<file path="config.mk">
export PLATFORM = sky130hd
export DESIGN_NAME = mrm_cell
export DESIGN_NICKNAME = d
export VERILOG_FILES = /design/src/mrm_pkg.sv /design/src/mrm_cell.sv
export SDC_FILE = /design/constraint.sdc
export NUM_CORES = 2
export LEC_CHECK = 0
export ABC_AREA = 1
export BUFFER_PORTS_ARGS = -buffer_cell sky130_fd_sc_hd__buf_2
export CAP_MARGIN = 20
export CORE_UTILIZATION = 55
export CTS_CLUSTER_DIAMETER = 40
export CTS_CLUSTER_SIZE = 10
export DETAILED_ROUTE_END_ITERATION = 16
export HOLD_SLACK_MARGIN = 0.02
export PLACE_DENSITY = 0.79
export REMOVE_ABC_BUFFERS = 1
export SLEW_MARGIN = 20
export SYNTH_ARGS = -nofsm -noshare
export SYNTH_HDL_FRONTEND = slang
export SYNTH_SLANG_ARGS = --single-unit
</file>
<file path="constraint.sdc">
create_clock -name clock -period 11.4 [get_ports clock]
set_input_delay 1.14 -clock clock [delete_from_list [all_inputs] [get_ports clock]]
set_output_delay 1.14 -clock clock [all_outputs]
set_load 0.02 [all_outputs]
</file>
<file path="src/mrm_pkg.sv">
// shared constants, types and state codes for the matrix row multiplier
`default_nettype none

package mrm_pkg;

   localparam int MAX_SIZE = 8;
   localparam int IDX_W    = $clog2(MAX_SIZE);
   localparam int SIZE_W   = 4;
   localparam int ELEM_W   = 32;
   localparam int ACC_W    = 64;

   localparam logic CMD_B_WRITE = 1'b0;
   localparam logic CMD_A_ELEM  = 1'b1;

   // byte address of the size register
   localparam logic [1:0] CSR_SIZE_ADDR = 2'd0;

   typedef enum logic [1:0] {
      ST_IDLE,
      ST_FEED,
      ST_WAIT,
      ST_DRAIN
   } state_type;

   // one element of the a row travelling down the chain
   typedef struct packed {
      logic                     vld;
      logic                     first;
      logic [IDX_W-1:0]         k;
      logic signed [ELEM_W-1:0] data;
   } a_word_type;

   // controls common to every cell
   typedef struct packed {
      logic                     shift;
      logic [IDX_W-1:0]         b_row;
      logic signed [ELEM_W-1:0] b_data;
   } cell_ctl_type;

endpackage

`default_nettype wire

</file>
<file path="src/mrm_cell.sv">
// one column cell: holds a column of b, multiplies the passing a word and accumulates
`default_nettype none

module mrm_cell (
   input  wire logic                          clock,
   input  wire logic                          reset,
   input  wire mrm_pkg::cell_ctl_type         ctl,
   input  wire logic                          b_we,
   input  wire mrm_pkg::a_word_type           a_in,
   output mrm_pkg::a_word_type                a_out,
   input  wire logic signed [mrm_pkg::ACC_W-1:0] acc_nxt,
   output logic signed [mrm_pkg::ACC_W-1:0]   acc
);

   logic signed [mrm_pkg::ELEM_W-1:0] b_col_ff [mrm_pkg::MAX_SIZE];
   mrm_pkg::a_word_type               a_ff;
   logic signed [mrm_pkg::ACC_W-1:0]  prod_ff;
   logic signed [mrm_pkg::ACC_W-1:0]  prod_in;
   logic                              prod_vld_ff;
   logic                              prod_first_ff;
   logic signed [mrm_pkg::ACC_W-1:0]  acc_ff;
   logic signed [mrm_pkg::ACC_W-1:0]  acc_in;

   always_ff @(posedge clock) begin
      if (b_we) begin
         b_col_ff[ctl.b_row] <= ctl.b_data;
      end
   end

   assign prod_in = mrm_pkg::ACC_W'(a_in.data) * mrm_pkg::ACC_W'(b_col_ff[a_in.k]);

   always_ff @(posedge clock) begin
      if (reset) begin
         a_ff.vld    <= 1'b0;
         prod_vld_ff <= 1'b0;
      end else begin
         a_ff.vld    <= a_in.vld;
         prod_vld_ff <= a_in.vld;
      end
      a_ff.first    <= a_in.first;
      a_ff.k        <= a_in.k;
      a_ff.data     <= a_in.data;
      prod_ff       <= prod_in;
      prod_first_ff <= a_in.first;
   end

   // drain shift wins over accumulation
   always_comb begin
      acc_in = acc_ff;
      if (ctl.shift) begin
         acc_in = acc_nxt;
      end else if (prod_vld_ff) begin
         acc_in = prod_first_ff ? prod_ff : acc_ff + prod_ff;
      end
   end

   always_ff @(posedge clock) begin
      acc_ff <= acc_in;
   end

   assign a_out = a_ff;
   assign acc   = acc_ff;

endmodule

`default_nettype wire

</file>
==> flow_summary.yaml <==
worst_setup_path:
  reg2reg_from: "b_col_ff[0][15]"
  cp_common_cell: "fa_1"
  endpoint_kind: "flip-flop"
  reg2reg_to: "prod_ff[63]"
  reg2reg_slack_ns: 2.49
  path_class: "in -> reg"
  cp-startpoint: "a_in[33]"
  slowest_delay_ns: 0.80
  crit_arrival_ns: 10.48
  cpMaxStageDelayCell: "fa_1"
  rr_worst_depth: 28
  worstPathMaxFanout: 94
  cp_data_required_time_ns: 11.95
  cp-endpoint: "prod_ff[63]"
  cp-start-kind: "input port"
route:
  viasPerCell: 5.77
  vias: 46098
  avgRoutedWirePerCell_um: 24.0
  ant_nets: 0
  drt_iter0_drc: 4667
  dr.pass1.iters: 10
  drc: 0
  finalWirelength_mm: 192
timing:
  worst_slew_pin_slew_ns: 1.26
  min_period_over_period: 0.870
  hold_violations: 0
  slew_viol_final: 0
  fmax_mhz: 101
  min_period_ns: 9.92
  relSlewSlack: 0.159
  setup_viol: 0
  worst_hold_slack_ns: 0.582
  clock_skew_ns: 0.0350
  fin_tns_setup_ns: 0
  rsz0062_at_grt: "no"
logic_synthesis:
  synth_warnings: 0
  ys_seq_area_frac: 0.206
  synth_cell_types: 48
  syn_area_per_cell_um2: 8.80
  ys_ff_latch: 421
  netlist_area_um2: 56500
  async_flop_share: 0
  synth_flop_cell: "edfxtp_1"
  netlist_instances: 6421
  synth_edf_count: 320
clock_network:
  htree_levels: 3
  cts_root_buf: "clkbuf_16"
  clkTransAtPathRegs_ns: 0.05
  cts_hold_buffers: 0
  cts_tree: "yes"
  cts.sink_count: 421
  clk_latency_ns: 0.66
  cts-resized-gates: 0
  cts_setup_buffers: 0
  cts.path.max_buffers: 3
  cts-buffers-inserted: 70
finish:
  final_util: 0.602
  final_layout_size_suffix_gt1_frac: 0.0744
  finalNetCount: 8047
  num_antenna_cells: 0
  synthToLayoutAreaGrowth_pct: 8.45
floorplan:
  fp.dieW_um: 323
  die_h_um: 323
  die-area_um2: 104000
  start_util: 0.555
  io-pin-count: 241
  row_count: 117
  core_area_um2: 102000
grt:
  grt_max_degree: 130
  grt.total_usage: 0.380
  overflow: 0
  antenna_found_initial: 5
  grt_pass1_wl_mm: 290
  grt_pass1_vias: 48951
run_status:
  outcome: "completed"
min_path:
  min-delay-start: "a_in[35]"
  hp-class: "in -> reg"
placed_design:
  gp_congestion: 1.04
  io_buffers: 240
  dpl.hpwl_mm: 150
flow_run:
  maxCapViolations: 0
-- stage by stage --
stage          setup WS [ns]  instance area (µm²)  cells
2_1_floorplan           2.20                55300   6180
3_3_place_gp            1.28                59000   7868
3_5_place_dp            1.22                59100   7873
4_1_cts                 1.87                61300   7995
5_1_grt                 1.23                61300   7995
6_report                1.48                61300   7995
-- Yosys cell counts, drive strengths merged, types with 54 or more instances --
master,number,area [µm²]
xor2,54,473
o221ai,62,549
buf,113,688
inv,1336,5010
ha,247,3090
clkbuf,128,480
a21oi,173,873
nand3,146,746
nor2,979,3710
dfxtp,101,2020
edfxtp,320,9610
mux2i,62,621
o21ai,207,1050
nand2,1236,4660
fa,1083,21700
-- registers in the layout, indices dropped and copies added, names as in the netlist --
| name | cells |
|---|---|
| b_col_ff | 256 |
| acc | 64 |
| prod_ff | 64 |
| a_out | 35 |
| prod_first_ff | 1 |
| prod_vld_ff | 1 |
-- cells in the final DEF, fill, tap and decap left out, drive strengths merged, types with 100 or more instances in the layout --
cell    count
a21oi     173
buf       325
clkbuf    100
dfxtp     101
edfxtp    320
fa       1083
ha        247
inv      1339
nand2    1236
nand3     146
nor2      979
o21ai     207
-- critical path, delay by kind of cell --
kind	cells	cell delay, ns
buffers and inverters	7	1.66
AO/OA/AOI/OAI	6	1.63
adder cells (fa/ha/maj)	9	4.67
AND/OR/NAND/NOR	7	1.29
-- layout make-up --
cell class                      count  area (µm²)
Tap cell                         1368        1710
Clock buffer                      100        1970
Clock inverter                     22         229
Sequential cell                   421       11600
Multi-Input combinational cell   4412       38700
Inverter                         1347        5060
Timing Repair Buffer              325        1960
Fill cell                        8691       40500
-- metal layers --
metal | global-route usage | vias up | part of all wire
met5 | 0 | - | 0.00029
met4 | 0.244 | 8 | 0.077
met3 | 0.116 | 894 | 0.12
met2 | 0.592 | 2910 | 0.45
met1 | 0.459 | 22590 | 0.35
li1 | - | 19696 | -
-- kinds of logic (layout without fill, tap and decap cells) --
family,after synthesis,count (layout),share of synthesized area
AOI/OAI and AO/OA,507,507,0.0525
adders and majority gates,1330,1330,0.438
muxes,62,62,0.0110
DFF,421,421,0.206
buffers and inverters,1588,1794,0.110
and+or+nand+nor,2426,2426,0.169
xor gates and xnor gates,87,87,0.0135
-- worst min-delay path by stage --
stage / end / slack (ns) / cells after the start
after global placement: acc[0] / 0.60 / 2
after detailed placement: acc[0] / 0.61 / 2
after CTS: prod_first_ff / 0.57 / 1
after global routing: prod_first_ff / 0.57 / 1
final: prod_first_ff / 0.58 / 1
after floorplan: acc[20] / 0.53 / 2
Power is not shown: default switching activity piles up to over one toggle a cycle in this logic, so the estimate is an artifact.
